`config.mk`:
```
export PLATFORM = sky130hd
export DESIGN_NAME = ahrs_frame_deframer_top
export DESIGN_NICKNAME = d
export VERILOG_FILES = /design/src/rtl/core/afd_pkg.sv /design/src/rtl/core/afd_front.sv /design/src/rtl/core/afd_queue.sv /design/src/rtl/core/afd_back.sv /design/src/rtl/core/ahrs_frame_deframer_top.sv
export SDC_FILE = /design/constraint.sdc
export NUM_CORES = 2
export LEC_CHECK = 0
export ABC_AREA = 0
export CAP_MARGIN = 20
export CORE_MARGIN = 2
export CORE_UTILIZATION = 45
export DETAILED_ROUTE_END_ITERATION = 16
export DONT_BUFFER_PORTS = 1
export PLACE_DENSITY_LB_ADDON = 0.05
export SLEW_MARGIN = 15
export SYNTH_ARGS = -nofsm -noshare
export SYNTH_HDL_FRONTEND = slang
export SYNTH_HIERARCHICAL = 1
export SYNTH_SLANG_ARGS = --single-unit
```
`constraint.sdc`:
```
create_clock -name i_clk -period 8.3 [get_ports i_clk]
set_input_delay 0.83 -clock i_clk [delete_from_list [all_inputs] [get_ports i_clk]]
set_output_delay 0.83 -clock i_clk [all_outputs]
set_load 0.02 [all_outputs]
```
`src/rtl/core/afd_pkg.sv`:
```
package afd_pkg;

    // Frame layout
    localparam int unsigned HEADER_BYTES = 6;
    localparam logic [7:0]  SYNC0        = 8'hAA;
    localparam logic [7:0]  SYNC1        = 8'h55;
    localparam logic [7:0]  ID_INFO      = 8'h12;
    localparam logic [7:0]  ID_ORIENT    = 8'h33;
    localparam logic [7:0]  ID_PARAM     = 8'h41;
    localparam logic [15:0] LEN_OVERHEAD = 16'd4;

    // Body offsets
    localparam logic [15:0] ORIENT_MAIN_END = 16'd24;  // yaw..mag words end here
    localparam logic [15:0] ORIENT_TEMP_HI  = 16'd33;  // temperature high byte
    localparam logic [15:0] PARAM_END       = 16'd4;
    localparam logic [15:0] INFO_BYTES      = 16'd48;
    localparam logic [15:0] INFO_LAST       = 16'd47;
    localparam logic [5:0]  TEMP_INDEX      = 6'd12;

    // Result kinds
    localparam logic [2:0] KIND_ORIENT  = 3'd0;
    localparam logic [2:0] KIND_INFO    = 3'd1;
    localparam logic [2:0] KIND_PARAM   = 3'd2;
    localparam logic [2:0] KIND_UNKNOWN = 3'd3;
    localparam logic [2:0] KIND_ERROR   = 3'd4;

    // Header error codes
    localparam logic [15:0] ERR_BAD_SYNC  = 16'd1;
    localparam logic [15:0] ERR_SHORT_LEN = 16'd2;

    // Config register indexes
    localparam int unsigned CFG_INDEX_W = 2;
    localparam logic [CFG_INDEX_W-1:0] CFG_ACCEL_SCALE = 2'd0;
    localparam logic [CFG_INDEX_W-1:0] CFG_GYRO_SCALE  = 2'd1;
    localparam logic [31:0] SCALE_RESET = 32'h0100_0000;  // 1.0 in Q8.24

    // Scaling datapath
    localparam int unsigned VAL_W  = 40;
    localparam int unsigned PROD_W = 49;   // 17-bit magnitude x 32-bit multiplier
    localparam int unsigned Q_W    = 41;
    localparam logic [31:0] MUL_Q16     = 32'd65536;
    localparam logic [31:0] MUL_MAG     = 32'd655360;
    localparam logic [31:0] MUL_ONE     = 32'd1;
    localparam logic [31:0] RECIP_100   = 32'd42949672;   // floor(2^32/100)
    localparam logic [31:0] RECIP_10    = 32'd429496729;  // floor(2^32/10)
    localparam logic [6:0]  DIV_100     = 7'd100;
    localparam logic [6:0]  DIV_10      = 7'd10;
    localparam logic [7:0]  BIAS_100    = 8'd50;
    localparam logic [7:0]  BIAS_10     = 8'd5;
    localparam logic [7:0]  BIAS_SCALE  = 8'd128;
    localparam logic [Q_W-1:0] NEG_LIMIT = 41'h80_0000_0000;
    localparam logic [Q_W-1:0] POS_LIMIT = 41'h7F_FFFF_FFFF;

    typedef enum logic [1:0] {
        PH_HEADER  = 2'd0,
        PH_BODY    = 2'd1,
        PH_HALT    = 2'd2,
        PH_BADSYNC = 2'd3
    } t_phase;

    typedef enum logic [2:0] {
        SC_RAW   = 3'd0,   // pass-through, unsigned
        SC_YAW   = 3'd1,   // unsigned, x65536/100
        SC_ATT   = 3'd2,   // signed, x65536/100
        SC_GYRO  = 3'd3,   // signed, x gyro_scale / 256
        SC_ACCEL = 3'd4,   // signed, x accel_scale / 256
        SC_MAG   = 3'd5,   // signed, x655360
        SC_TEMP  = 3'd6    // signed, x65536/10
    } t_scale;

    typedef struct packed {
        logic [2:0]  kind;
        logic [5:0]  index;
        logic [15:0] word;
        t_scale      cls;
        logic        eom;
    } t_job;

    typedef struct packed {
        logic [2:0] kind;
        logic [5:0] index;
        t_scale     cls;
        logic       eom;
        logic       neg;
    } t_meta;

    function automatic t_scale scale_of(input logic [3:0] idx);
        t_scale s;
        case (idx) inside
            4'd0:          s = SC_YAW;
            [4'd1:4'd2]:   s = SC_ATT;
            [4'd3:4'd5]:   s = SC_GYRO;
            [4'd6:4'd8]:   s = SC_ACCEL;
            [4'd9:4'd11]:  s = SC_MAG;
            default:       s = SC_TEMP;
        endcase
        return s;
    endfunction

endpackage

```
`src/rtl/core/afd_front.sv`:
```
module afd_front (
    input  logic          i_clk,
    input  logic          i_rst_n,
    input  logic          i_valid,
    input  logic [7:0]    i_rx_byte,
    input  logic          i_full,
    output logic          o_stall,
    output logic          o_push,
    output afd_pkg::t_job o_job
);

    localparam logic [2:0] HDR_LAST = 3'(afd_pkg::HEADER_BYTES - 1);

    afd_pkg::t_phase r_phase, n_phase;
    logic [2:0]  r_hdr_pos, n_hdr_pos;
    logic [7:0]  r_msg_id, n_msg_id;
    logic [15:0] r_body_rem, n_body_rem;
    logic [15:0] r_body_pos, n_body_pos;
    logic [7:0]  r_low_hold, n_low_hold;
    logic        r_info_seen, n_info_seen;

    logic        accept;
    logic        hdr_last;
    logic        sync_bad;
    logic        body_last;
    logic        id_known;
    logic [15:0] word;

    assign o_stall   = i_full;
    assign accept    = i_valid && !i_full;
    assign hdr_last  = (r_hdr_pos == HDR_LAST);
    assign sync_bad  = ((r_hdr_pos == 3'd0) && (i_rx_byte != afd_pkg::SYNC0)) ||
                       ((r_hdr_pos == 3'd1) && (i_rx_byte != afd_pkg::SYNC1));
    assign body_last = (r_body_rem == 16'd1);
    assign word      = {i_rx_byte, r_low_hold};  // header length or body word
    assign id_known  = (r_msg_id == afd_pkg::ID_INFO) || (r_msg_id == afd_pkg::ID_ORIENT) ||
                       (r_msg_id == afd_pkg::ID_PARAM);

    // Next phase
    always_comb begin
        n_phase = r_phase;
        if (accept) begin
            case (r_phase)
                afd_pkg::PH_HEADER, afd_pkg::PH_BADSYNC: begin
                    if (sync_bad) begin
                        n_phase = afd_pkg::PH_BADSYNC;
                    end
                    if (hdr_last) begin
                        if (r_phase == afd_pkg::PH_BADSYNC) begin
                            n_phase = afd_pkg::PH_HALT;
                        end else if (word < afd_pkg::LEN_OVERHEAD) begin
                            n_phase = afd_pkg::PH_HALT;
                        end else if (word != afd_pkg::LEN_OVERHEAD) begin
                            n_phase = afd_pkg::PH_BODY;
                        end else begin
                            n_phase = afd_pkg::PH_HEADER;
                        end
                    end
                end
                afd_pkg::PH_BODY: begin
                    if (body_last) begin
                        n_phase = afd_pkg::PH_HEADER;
                    end
                end
                default: n_phase = r_phase;
            endcase
        end
    end

    // Datapath and item classification
    always_comb begin
        n_hdr_pos   = r_hdr_pos;
        n_msg_id    = r_msg_id;
        n_body_rem  = r_body_rem;
        n_body_pos  = r_body_pos;
        n_low_hold  = r_low_hold;
        n_info_seen = r_info_seen;
        o_push      = 1'b0;
        o_job.kind  = afd_pkg::KIND_ORIENT;
        o_job.index = 6'd0;
        o_job.word  = 16'd0;
        o_job.cls   = afd_pkg::SC_RAW;
        o_job.eom   = 1'b0;
        if (accept) begin
            case (r_phase)
                afd_pkg::PH_HEADER, afd_pkg::PH_BADSYNC: begin
                    if (!sync_bad && (r_hdr_pos == 3'd3)) begin
                        n_msg_id = i_rx_byte;
                    end
                    if (!sync_bad && (r_hdr_pos == 3'd4)) begin
                        n_low_hold = i_rx_byte;
                    end
                    n_hdr_pos = hdr_last ? 3'd0 : r_hdr_pos + 3'd1;
                    if (hdr_last) begin
                        if (r_phase == afd_pkg::PH_BADSYNC) begin
                            o_push     = 1'b1;
                            o_job.kind = afd_pkg::KIND_ERROR;
                            o_job.word = afd_pkg::ERR_BAD_SYNC;
                        end else if (word < afd_pkg::LEN_OVERHEAD) begin
                            o_push     = 1'b1;
                            o_job.kind = afd_pkg::KIND_ERROR;
                            o_job.word = afd_pkg::ERR_SHORT_LEN;
                        end else begin
                            n_body_rem = word - afd_pkg::LEN_OVERHEAD;
                            n_body_pos = 16'd0;
                            // empty body: only an unknown id reports
                            if ((word == afd_pkg::LEN_OVERHEAD) && !id_known) begin
                                o_push     = 1'b1;
                                o_job.kind = afd_pkg::KIND_UNKNOWN;
                                o_job.word = {8'd0, r_msg_id};
                                o_job.eom  = 1'b1;
                            end
                        end
                    end
                end
                afd_pkg::PH_BODY: begin
                    n_body_rem = r_body_rem - 16'd1;
                    n_body_pos = r_body_pos + 16'd1;
                    o_job.eom  = body_last;
                    case (r_msg_id)
                        afd_pkg::ID_ORIENT: begin
                            if (!r_body_pos[0]) begin
                                n_low_hold = i_rx_byte;
                            end else if (r_body_pos < afd_pkg::ORIENT_MAIN_END) begin
                                o_push      = 1'b1;
                                o_job.kind  = afd_pkg::KIND_ORIENT;
                                o_job.index = {2'd0, r_body_pos[4:1]};
                                o_job.word  = word;
                                o_job.cls   = afd_pkg::scale_of(r_body_pos[4:1]);
                            end else if (r_body_pos == afd_pkg::ORIENT_TEMP_HI) begin
                                o_push      = 1'b1;
                                o_job.kind  = afd_pkg::KIND_ORIENT;
                                o_job.index = afd_pkg::TEMP_INDEX;
                                o_job.word  = word;
                                o_job.cls   = afd_pkg::SC_TEMP;
                            end
                        end
                        afd_pkg::ID_PARAM: begin
                            if (!r_body_pos[0]) begin
                                n_low_hold = i_rx_byte;
                            end else if (r_body_pos < afd_pkg::PARAM_END) begin
                                o_push      = 1'b1;
                                o_job.kind  = afd_pkg::KIND_PARAM;
                                o_job.index = {5'd0, r_body_pos[1]};
                                o_job.word  = word;
                            end
                        end
                        afd_pkg::ID_INFO: begin
                            if (!r_info_seen && (r_body_pos < afd_pkg::INFO_BYTES)) begin
                                o_push      = 1'b1;
                                o_job.kind  = afd_pkg::KIND_INFO;
                                o_job.index = r_body_pos[5:0];
                                o_job.word  = {8'd0, i_rx_byte};
                                if (r_body_pos == afd_pkg::INFO_LAST) begin
                                    n_info_seen = 1'b1;
                                end
                            end
                        end
                        default: begin
                            if (body_last) begin
                                o_push     = 1'b1;
                                o_job.kind = afd_pkg::KIND_UNKNOWN;
                                o_job.word = {8'd0, r_msg_id};
                            end
                        end
                    endcase
                end
                default: n_hdr_pos = r_hdr_pos;
            endcase
        end
    end

    always_ff @(posedge i_clk) begin
        if (!i_rst_n) begin
            r_phase     <= afd_pkg::PH_HEADER;
            r_hdr_pos   <= 3'd0;
            r_msg_id    <= 8'd0;
            r_body_rem  <= 16'd0;
            r_body_pos  <= 16'd0;
            r_low_hold  <= 8'd0;
            r_info_seen <= 1'b0;
        end else begin
            r_phase     <= n_phase;
            r_hdr_pos   <= n_hdr_pos;
            r_msg_id    <= n_msg_id;
            r_body_rem  <= n_body_rem;
            r_body_pos  <= n_body_pos;
            r_low_hold  <= n_low_hold;
            r_info_seen <= n_info_seen;
        end
    end

endmodule

```
`src/rtl/core/afd_queue.sv`:
```
module afd_queue #(
    parameter int unsigned DEPTH = 4
) (
    input  logic          i_clk,
    input  logic          i_rst_n,
    input  logic          i_push,
    input  afd_pkg::t_job i_job,
    input  logic          i_pop,
    output afd_pkg::t_job o_job,
    output logic          o_full,
    output logic          o_empty
);

    localparam int unsigned PTR_W = (DEPTH > 1) ? $clog2(DEPTH) : 1;
    localparam int unsigned CNT_W = $clog2(DEPTH + 1);
    localparam logic [PTR_W-1:0] PTR_LAST = PTR_W'(DEPTH - 1);
    localparam logic [CNT_W-1:0] CNT_FULL = CNT_W'(DEPTH);

    afd_pkg::t_job r_mem [DEPTH];
    logic [PTR_W-1:0] r_wr, n_wr;
    logic [PTR_W-1:0] r_rd, n_rd;
    logic [CNT_W-1:0] r_count, n_count;
    logic             do_push;
    logic             do_pop;

    assign o_full  = (r_count == CNT_FULL);
    assign o_empty = (r_count == '0);
    assign o_job   = r_mem[r_rd];
    assign do_push = i_push && !o_full;
    assign do_pop  = i_pop && !o_empty;

    always_comb begin
        n_wr    = r_wr;
        n_rd    = r_rd;
        n_count = r_count;
        if (do_push) begin
            n_wr = (r_wr == PTR_LAST) ? '0 : r_wr + 1'b1;
        end
        if (do_pop) begin
            n_rd = (r_rd == PTR_LAST) ? '0 : r_rd + 1'b1;
        end
        if (do_push && !do_pop) begin
            n_count = r_count + 1'b1;
        end else if (do_pop && !do_push) begin
            n_count = r_count - 1'b1;
        end
    end

    always_ff @(posedge i_clk) begin
        if (do_push) begin
            r_mem[r_wr] <= i_job;
        end
    end

    always_ff @(posedge i_clk) begin
        if (!i_rst_n) begin
            r_wr    <= '0;
            r_rd    <= '0;
            r_count <= '0;
        end else begin
            r_wr    <= n_wr;
            r_rd    <= n_rd;
            r_count <= n_count;
        end
    end

endmodule

```
`src/rtl/core/afd_back.sv`:
```
module afd_back (
    input  logic                     i_clk,
    input  logic                     i_rst_n,
    input  logic                     i_job_valid,
    input  afd_pkg::t_job            i_job,
    input  logic [31:0]              i_accel_scale,
    input  logic [31:0]              i_gyro_scale,
    input  logic                     i_stall,
    output logic                     o_pop,
    output logic                     o_valid,
    output logic [2:0]               o_record_kind,
    output logic [5:0]               o_field_index,
    output logic signed [afd_pkg::VAL_W-1:0] o_field_value,
    output logic                     o_end_of_message
);

    localparam int unsigned PW = afd_pkg::PROD_W;
    localparam int unsigned QW = afd_pkg::Q_W;
    localparam int unsigned VW = afd_pkg::VAL_W;

    logic en;

    // stage 1: magnitude x multiplier + rounding bias
    logic            s1_signed;
    logic            s1_neg;
    logic [16:0]     s1_mag;
    logic [31:0]     s1_mult;
    logic [7:0]      s1_bias;
    logic [PW-1:0]   s1_n;
    afd_pkg::t_meta  s1_meta;
    logic            r1_valid;
    logic [PW-1:0]   r1_n;
    afd_pkg::t_meta  r1_meta;

    // stage 2: reciprocal estimate, shift or pass-through
    logic            s2_div;
    logic [31:0]     s2_recip;
    logic [63:0]     s2_prod;
    logic [QW-1:0]   s2_q;
    logic            r2_valid;
    logic [QW-1:0]   r2_q;
    logic [31:0]     r2_nlow;
    afd_pkg::t_meta  r2_meta;

    // stage 3: remainder correction
    logic            s3_div;
    logic [6:0]      s3_d;
    logic [38:0]     s3_qd;
    logic [31:0]     s3_rem;
    logic [QW-1:0]   s3_q;
    logic            r3_valid;
    logic [QW-1:0]   r3_q;
    afd_pkg::t_meta  r3_meta;

    // stage 4: sign and saturation into the output register
    logic [QW-1:0]   s4_sat;
    logic [VW-1:0]   s4_val;
    logic            r_out_valid;
    afd_pkg::t_meta  r_out_meta;
    logic [VW-1:0]   r_out_val;

    assign en    = !r_out_valid || !i_stall;
    assign o_pop = en && i_job_valid;

    always_comb begin
        s1_signed = (i_job.cls != afd_pkg::SC_RAW) && (i_job.cls != afd_pkg::SC_YAW);
        s1_neg    = s1_signed && i_job.word[15];
        s1_mag    = s1_neg ? (17'd0 - {1'b1, i_job.word}) : {1'b0, i_job.word};
        case (i_job.cls)
            afd_pkg::SC_YAW, afd_pkg::SC_ATT: begin
                s1_mult = afd_pkg::MUL_Q16;
                s1_bias = afd_pkg::BIAS_100;
            end
            afd_pkg::SC_TEMP: begin
                s1_mult = afd_pkg::MUL_Q16;
                s1_bias = afd_pkg::BIAS_10;
            end
            afd_pkg::SC_GYRO: begin
                s1_mult = i_gyro_scale;
                s1_bias = afd_pkg::BIAS_SCALE;
            end
            afd_pkg::SC_ACCEL: begin
                s1_mult = i_accel_scale;
                s1_bias = afd_pkg::BIAS_SCALE;
            end
            afd_pkg::SC_MAG: begin
                s1_mult = afd_pkg::MUL_MAG;
                s1_bias = 8'd0;
            end
            default: begin
                s1_mult = afd_pkg::MUL_ONE;
                s1_bias = 8'd0;
            end
        endcase
        s1_n          = PW'(s1_mag) * PW'(s1_mult) + PW'(s1_bias);
        s1_meta.kind  = i_job.kind;
        s1_meta.index = i_job.index;
        s1_meta.cls   = i_job.cls;
        s1_meta.eom   = i_job.eom;
        s1_meta.neg   = s1_neg;
    end

    always_comb begin
        s2_div   = (r1_meta.cls == afd_pkg::SC_YAW) || (r1_meta.cls == afd_pkg::SC_ATT) ||
                   (r1_meta.cls == afd_pkg::SC_TEMP);
        s2_recip = (r1_meta.cls == afd_pkg::SC_TEMP) ? afd_pkg::RECIP_10 : afd_pkg::RECIP_100;
        s2_prod  = 64'(r1_n[31:0]) * 64'(s2_recip);
        if (s2_div) begin
            s2_q = QW'(s2_prod[63:32]);
        end else if ((r1_meta.cls == afd_pkg::SC_GYRO) || (r1_meta.cls == afd_pkg::SC_ACCEL)) begin
            s2_q = r1_n[PW-1:8];
        end else begin
            s2_q = r1_n[QW-1:0];
        end
    end

    always_comb begin
        s3_div = (r2_meta.cls == afd_pkg::SC_YAW) || (r2_meta.cls == afd_pkg::SC_ATT) ||
                 (r2_meta.cls == afd_pkg::SC_TEMP);
        s3_d   = (r2_meta.cls == afd_pkg::SC_TEMP) ? afd_pkg::DIV_10 : afd_pkg::DIV_100;
        s3_qd  = 39'(r2_q[31:0]) * 39'(s3_d);
        s3_rem = r2_nlow - s3_qd[31:0];
        // estimate is low by at most one
        s3_q   = (s3_div && (s3_rem >= 32'(s3_d))) ? r2_q + 1'b1 : r2_q;
    end

    always_comb begin
        if (r3_meta.neg) begin
            s4_sat = (r3_q > afd_pkg::NEG_LIMIT) ? afd_pkg::NEG_LIMIT : r3_q;
            s4_val = VW'(QW'(0) - s4_sat);
        end else begin
            s4_sat = (r3_q > afd_pkg::POS_LIMIT) ? afd_pkg::POS_LIMIT : r3_q;
            s4_val = s4_sat[VW-1:0];
        end
    end

    always_ff @(posedge i_clk) begin
        if (en) begin
            r1_n      <= s1_n;
            r1_meta   <= s1_meta;
            r2_q      <= s2_q;
            r2_nlow   <= r1_n[31:0];
            r2_meta   <= r1_meta;
            r3_q      <= s3_q;
            r3_meta   <= r2_meta;
            r_out_val <= s4_val;
            r_out_meta <= r3_meta;
        end
    end

    always_ff @(posedge i_clk) begin
        if (!i_rst_n) begin
            r1_valid    <= 1'b0;
            r2_valid    <= 1'b0;
            r3_valid    <= 1'b0;
            r_out_valid <= 1'b0;
        end else if (en) begin
            r1_valid    <= i_job_valid;
            r2_valid    <= r1_valid;
            r3_valid    <= r2_valid;
            r_out_valid <= r3_valid;
        end
    end

    assign o_valid          = r_out_valid;
    assign o_record_kind    = r_out_meta.kind;
    assign o_field_index    = r_out_meta.index;
    assign o_field_value    = signed'(r_out_val);
    assign o_end_of_message = r_out_meta.eom;

endmodule

```
`src/rtl/core/ahrs_frame_deframer_top.sv`:
```
// A result passes the queue, r1, r2 and r3 to the output register. Bytes: one per cycle
//   unless o_stall; results drain one per cycle unless i_stall, via a four-stage
//   scaling pipeline (multiply, reciprocal estimate, remainder fix, sign/saturate).
// Reset (i_rst_n, synchronous, active low): parser to header search, queue and pipeline
//   emptied, both scale registers back to 1.0 (Q8.24).
module ahrs_frame_deframer_top #(
    parameter int unsigned QUEUE_DEPTH = 4
) (
    input  logic                                 i_clk,
    input  logic                                 i_rst_n,
    // byte input
    input  logic                                 i_valid,
    output logic                                 o_stall,
    input  logic [7:0]                           i_rx_byte,
    // record output
    output logic                                 o_valid,
    input  logic                                 i_stall,
    output logic [2:0]                           o_record_kind,
    output logic [5:0]                           o_field_index,
    output logic signed [afd_pkg::VAL_W-1:0]     o_field_value,
    output logic                                 o_end_of_message,
    // config writes
    input  logic                                 i_cfg_we,
    input  logic [afd_pkg::CFG_INDEX_W-1:0]      i_cfg_index,
    input  logic [31:0]                          i_cfg_data
);

    // Scale registers, Q8.24 reciprocals of sensor gain. The user must write them
    // only while idle, so the back end can read them live; the block does not enforce it.
    logic [31:0] r_accel_scale;
    logic [31:0] r_gyro_scale;

    always_ff @(posedge i_clk) begin
        if (!i_rst_n) begin
            r_accel_scale <= afd_pkg::SCALE_RESET;
            r_gyro_scale  <= afd_pkg::SCALE_RESET;
        end else if (i_cfg_we) begin
            // unknown indexes are dropped
            if (i_cfg_index == afd_pkg::CFG_ACCEL_SCALE) begin
                r_accel_scale <= i_cfg_data;
            end
            if (i_cfg_index == afd_pkg::CFG_GYRO_SCALE) begin
                r_gyro_scale <= i_cfg_data;
            end
        end
    end

    // Front: header/body parser. Each accepted byte updates the frame state
    // and, when it completes a field, pushes one classified item.
    logic          push;
    logic          q_full;
    logic          q_empty;
    logic          pop;
    afd_pkg::t_job front_job;
    afd_pkg::t_job queue_job;

    afd_front u_front (
        .i_clk     (i_clk),
        .i_rst_n   (i_rst_n),
        .i_valid   (i_valid),
        .i_rx_byte (i_rx_byte),
        .i_full    (q_full),
        .o_stall   (o_stall),
        .o_push    (push),
        .o_job     (front_job)
    );

    // Short queue decouples the parser from output back-pressure;
    // the parser stalls only once it fills.
    afd_queue #(
        .DEPTH (QUEUE_DEPTH)
    ) u_queue (
        .i_clk   (i_clk),
        .i_rst_n (i_rst_n),
        .i_push  (push),
        .i_job   (front_job),
        .i_pop   (pop),
        .o_job   (queue_job),
        .o_full  (q_full),
        .o_empty (q_empty)
    );

    // Back: scaling pipeline ending in the output register. Whole pipe holds
    // while a finished item waits on i_stall.
    afd_back u_back (
        .i_clk            (i_clk),
        .i_rst_n          (i_rst_n),
        .i_job_valid      (!q_empty),
        .i_job            (queue_job),
        .i_accel_scale    (r_accel_scale),
        .i_gyro_scale     (r_gyro_scale),
        .i_stall          (i_stall),
        .o_pop            (pop),
        .o_valid          (o_valid),
        .o_record_kind    (o_record_kind),
        .o_field_index    (o_field_index),
        .o_field_value    (o_field_value),
        .o_end_of_message (o_end_of_message)
    );

endmodule
```
==> results.sh <==
export IMPL_cpMaxStageDelayCell="fa_1"
export IMPL_synthTopCellsByArea="fa_1 (31%), edfxtp_1 (17%), ha_1 (13%)"
export IMPL_violations="setup timing"
export IMPL_sw_frac_of_total_pct=45.0
export IMPL_post_route_period_util_pct=101
export IMPL_route_detailed_drc=0
export IMPL_p_comb_share_pct=73.0
export IMPL_dieArea_um2=151000
export IMPL_grt_max_degree=155
export IMPL_drive_gt1_share_pct=16.4
export IMPL_worstPathRequired_ns=8.77
export IMPL_routabilityCongestion=0.951
export IMPL_critPathCaptureType="flip-flop"
export IMPL_track_usage_pct=25.0
export IMPL_cp_common_cell="fa_1"
export IMPL_async_flop_share_pct=0
export IMPL_initial_utilization_pct=45.2
export IMPL_ctsHoldBuffers=0
export IMPL_drt_initial_drc_count=2695
export IMPL_ant_nets=0
export IMPL_drv_slew=0
export IMPL_rows=141
export IMPL_yosys_warnings=6
export IMPL_maxCapViolations=0
export IMPL_synth_edff_count=368
export IMPL_final_setup_worst_slack_ns=-0.0989
export IMPL_setup_viol=3
export IMPL_p_per_area_nw_per_um2=269
export IMPL_power_leakage_uw=0.0378
export IMPL_core_um2=147000
export IMPL_die_y_um=389
export IMPL_vias=47923
export IMPL_seq_area_um2=13700
export IMPL_first_pass_iters=5
export IMPL_clock_fmax_mhz=119
export IMPL_ys_seq_elements=499
export IMPL_worstSetupStartpointType="flip-flop"
export IMPL_clk_pin_slew_worst_paths_ns=0.06
export IMPL_clkLatencyLatePin_ns=0.70
export IMPL_cpPeakStageDelay_ns=0.56
export IMPL_clock_skew_ns=0.0600
export IMPL_clockBufferDepth=3
export IMPL_grt_pass1_vias=50177
export IMPL_outcome="finished with violations"
export IMPL_finalSetupTns_ns=-0.116
export IMPL_wl_um=186000
export IMPL_slew_headroom_pct=22.2
export IMPL_tritoncts="yes"
export IMPL_numCtsBuffers=59
export IMPL_dp_hpwl_um=157000
export IMPL_finalCriticalPeriod_ns=8.40
export IMPL_htree_levels=2
export IMPL_crit_path_max_fanout=8
export IMPL_portBuffers=0
export IMPL_synthCells=6805
export IMPL_routedWlPerCell_um=19.9
export IMPL_dieWidth_um=389
export IMPL_netlist_area_um2=66600
export IMPL_io_pins=99
export IMPL_p_clk_share_pct=13.0
export IMPL_synth_distinct_cells=114
export IMPL_power_internal_uw=11500
export IMPL_grt_pass1_wl_um=293000
export IMPL_multi_input_area_um2=48400
export IMPL_grt_ovfl_total=0
export IMPL_cts_root_buf="clkbuf_16"
export IMPL_path_class="reg -> reg"
export IMPL_worst_pin_slew_ns=1.16
export IMPL_antenna_found_initial=3
export IMPL_avgViaCountPerCell=5.11
export IMPL_power_switching_uw=9400
export IMPL_n_fill_cell=13642
export IMPL_rsz0062_at_grt="yes"
export IMPL_yosysTopAreaCellShare_pct=31.3
export IMPL_p_seq_share_pct=14.0
export IMPL_fin_nets=9192
export IMPL_syn_avg_cell_area_um2=9.79
export IMPL_vdd_drop_max_uv=496
export IMPL_hold_viol_final=0
export IMPL_cts_sinks=499
export IMPL_power_uw=20900
export IMPL_synth_seq_area_share_pct=20.5
export IMPL_areaGrowthSynthToFinish_pct=16.6
export IMPL_synth_flop_cell="edfxtp_1"
export IMPL_hold_class="in -> reg"
export IMPL_synth_top_area_cell="fa_1"
export IMPL_crit_arrival_ns=8.87
[state kept, by name, summed over array words and instances (netlist names), 3 cells and up, named ones only]
register	flops
u_back/r1_meta	14
u_back/r1_n	49
u_front/r_body_pos	16
r_gyro_scale	32
u_front/r_msg_id	8
u_front/r_body_rem	16
u_back/o_field_value	40
u_back/o_record_kind	3
u_back/r2_q	41
u_front/r_hdr_pos	3
u_back/r2_nlow	32
u_front/r_low_hold	8
r_accel_scale	32
u_queue/r_mem	116
u_queue/r_count	3
u_back/o_field_index	6
u_back/r2_meta	14
u_back/r3_q	41
u_back/r3_meta	11
[cell usage in the layout, fill, tap and decap left out, types with 19 or more instances in the layout]
master,n
nand4_1,46
buf_12,27
nor2b_1,51
inv_1,1395
o21ai_0,129
buf_4,605
nand3_1,99
xor2_1,79
a21oi_1,178
xnor2_1,101
a21oi_2,20
and3_1,25
fa_2,41
nand2_1,760
ha_4,28
a21o_1,53
edfxtp_1,368
mux2i_1,95
inv_2,53
nand2_2,21
or2_2,28
nand2b_1,35
buf_6,47
o21a_1,23
fa_1,1000
a22o_1,19
mux4_2,28
conb_1,94
a31oi_1,42
dfxtp_1,130
clkbuf_16,61
and2_1,81
ha_1,678
nor2_1,389
a22oi_1,32
nor3_1,50
[worst max-delay path, delay by kind of cell, from the launching register on]
kind	cells	cell delay (ns)
adders and majority gates	7	3.29
and+or+nand+nor	8	1.48
AOI/OAI and AO/OA	6	1.40
buffers and inverters	10	0.86
muxes	1	0.54
DFF	1	0.41
xor gates and xnor gates	1	0.18
[power groups by stage]
| stage | Clock (uW) | Sequential (uW) | Combinational (uW) |
|---|---|---|---|
| 6_report | 2720 | 2930 | 15200 |
| 5_1_grt | 2890 | 2940 | 17000 |
| 4_1_cts | 2800 | 2920 | 14200 |
| 3_5_place_dp | 0 | 2980 | 13800 |
| 3_3_place_gp | 0 | 2980 | 13800 |
| 2_1_floorplan | 0 | 2920 | 8450 |
[kinds of logic after synthesis]
family,after synthesis,share of synthesized area [%]
AND/OR/NAND/NOR,1779,12.3
adder cells (fa/ha/maj),1754,44.7
buffers and inverters,1703,9.98
multiplexers,127,2.46
other,2,0.0113
AO/OA/AOI/OAI,740,7.46
XOR/XNOR,201,2.64
flip-flops,499,20.5
[timing repair]
action | 4_1_cts | 5_1_grt
gates cloned | 1 | 1
resized for setup | 97 | 343
pin swaps | 65 | 197
buffers inserted | 33 | 44
endpoints found under the hold margin | 0 | 0
setup endpoints to repair | 30 | 38
[cells in the mapped netlist, drive strengths merged, types with 53 or more instances]
cell    count
fa       1041
nand2     794
a21o       53
nor2      407
nand3     125
nor2b      54
a21oi     205
inv      1449
xor2       87
dfxtp     131
and2       86
o21ai     157
edfxtp    368
ha        713
mux2i      96
buf        56
clkbuf    195
nor3       57
xnor2     114
[metrics by stage]
step / util (%) / hold WS [ns] / instances / area [um2] / worst slack, ns
finish: 52.8 / 0.262 / 9373 / 77700 / -0.0989
detailed placement: 49.7 / 0.405 / 9182 / 73200 / -0.418
global placement: 49.7 / 0.401 / 9182 / 73200 / -0.340
CTS: 51.6 / 0.218 / 9328 / 76000 / -0.141
floorplan: - / 0.400 / 6897 / 67200 / -0.0273
global route: 52.8 / 0.230 / 9372 / 77700 / -0.301
[routing by layer]
layer  global-route usage (%)  share of wire, %
met5                        0            0.0070
met4                     6.48               2.7
met3                     2.87               4.3
met2                     40.8                47
met1                     35.6                46
[final timing paths]
path / start / to / slack, ns / cells past startpoint
setup / recovery: flip-flop / u_back/r1_n[48]$_DFFE_PN_ / -0.1 / 33
hold / removal: i_rst_n / u_queue/r_count[0]$_SDFFE_PN0P_ / 0.26 / 1
setup reg to reg: flip-flop / u_back/r1_n[48]$_DFFE_PN_ / -0.1 / 33
hold reg to reg: u_back/r3_meta[5]$_DFFE_PN_ / u_back/o_field_index[0]$_DFFE_PN_ / 0.39 / 0
[layout make-up]
type,count,area share [%]
Antenna cell,1,0.00322
Clock buffer,76,2.06
Clock inverter,36,0.578
Inverter,1452,7.02
Multi-Input combinational cell,4695,62.3
Sequential cell,499,17.6
Tap cell,1930,3.11
Timing Repair Buffer,684,7.33
(Power assumes the default switching activity.)
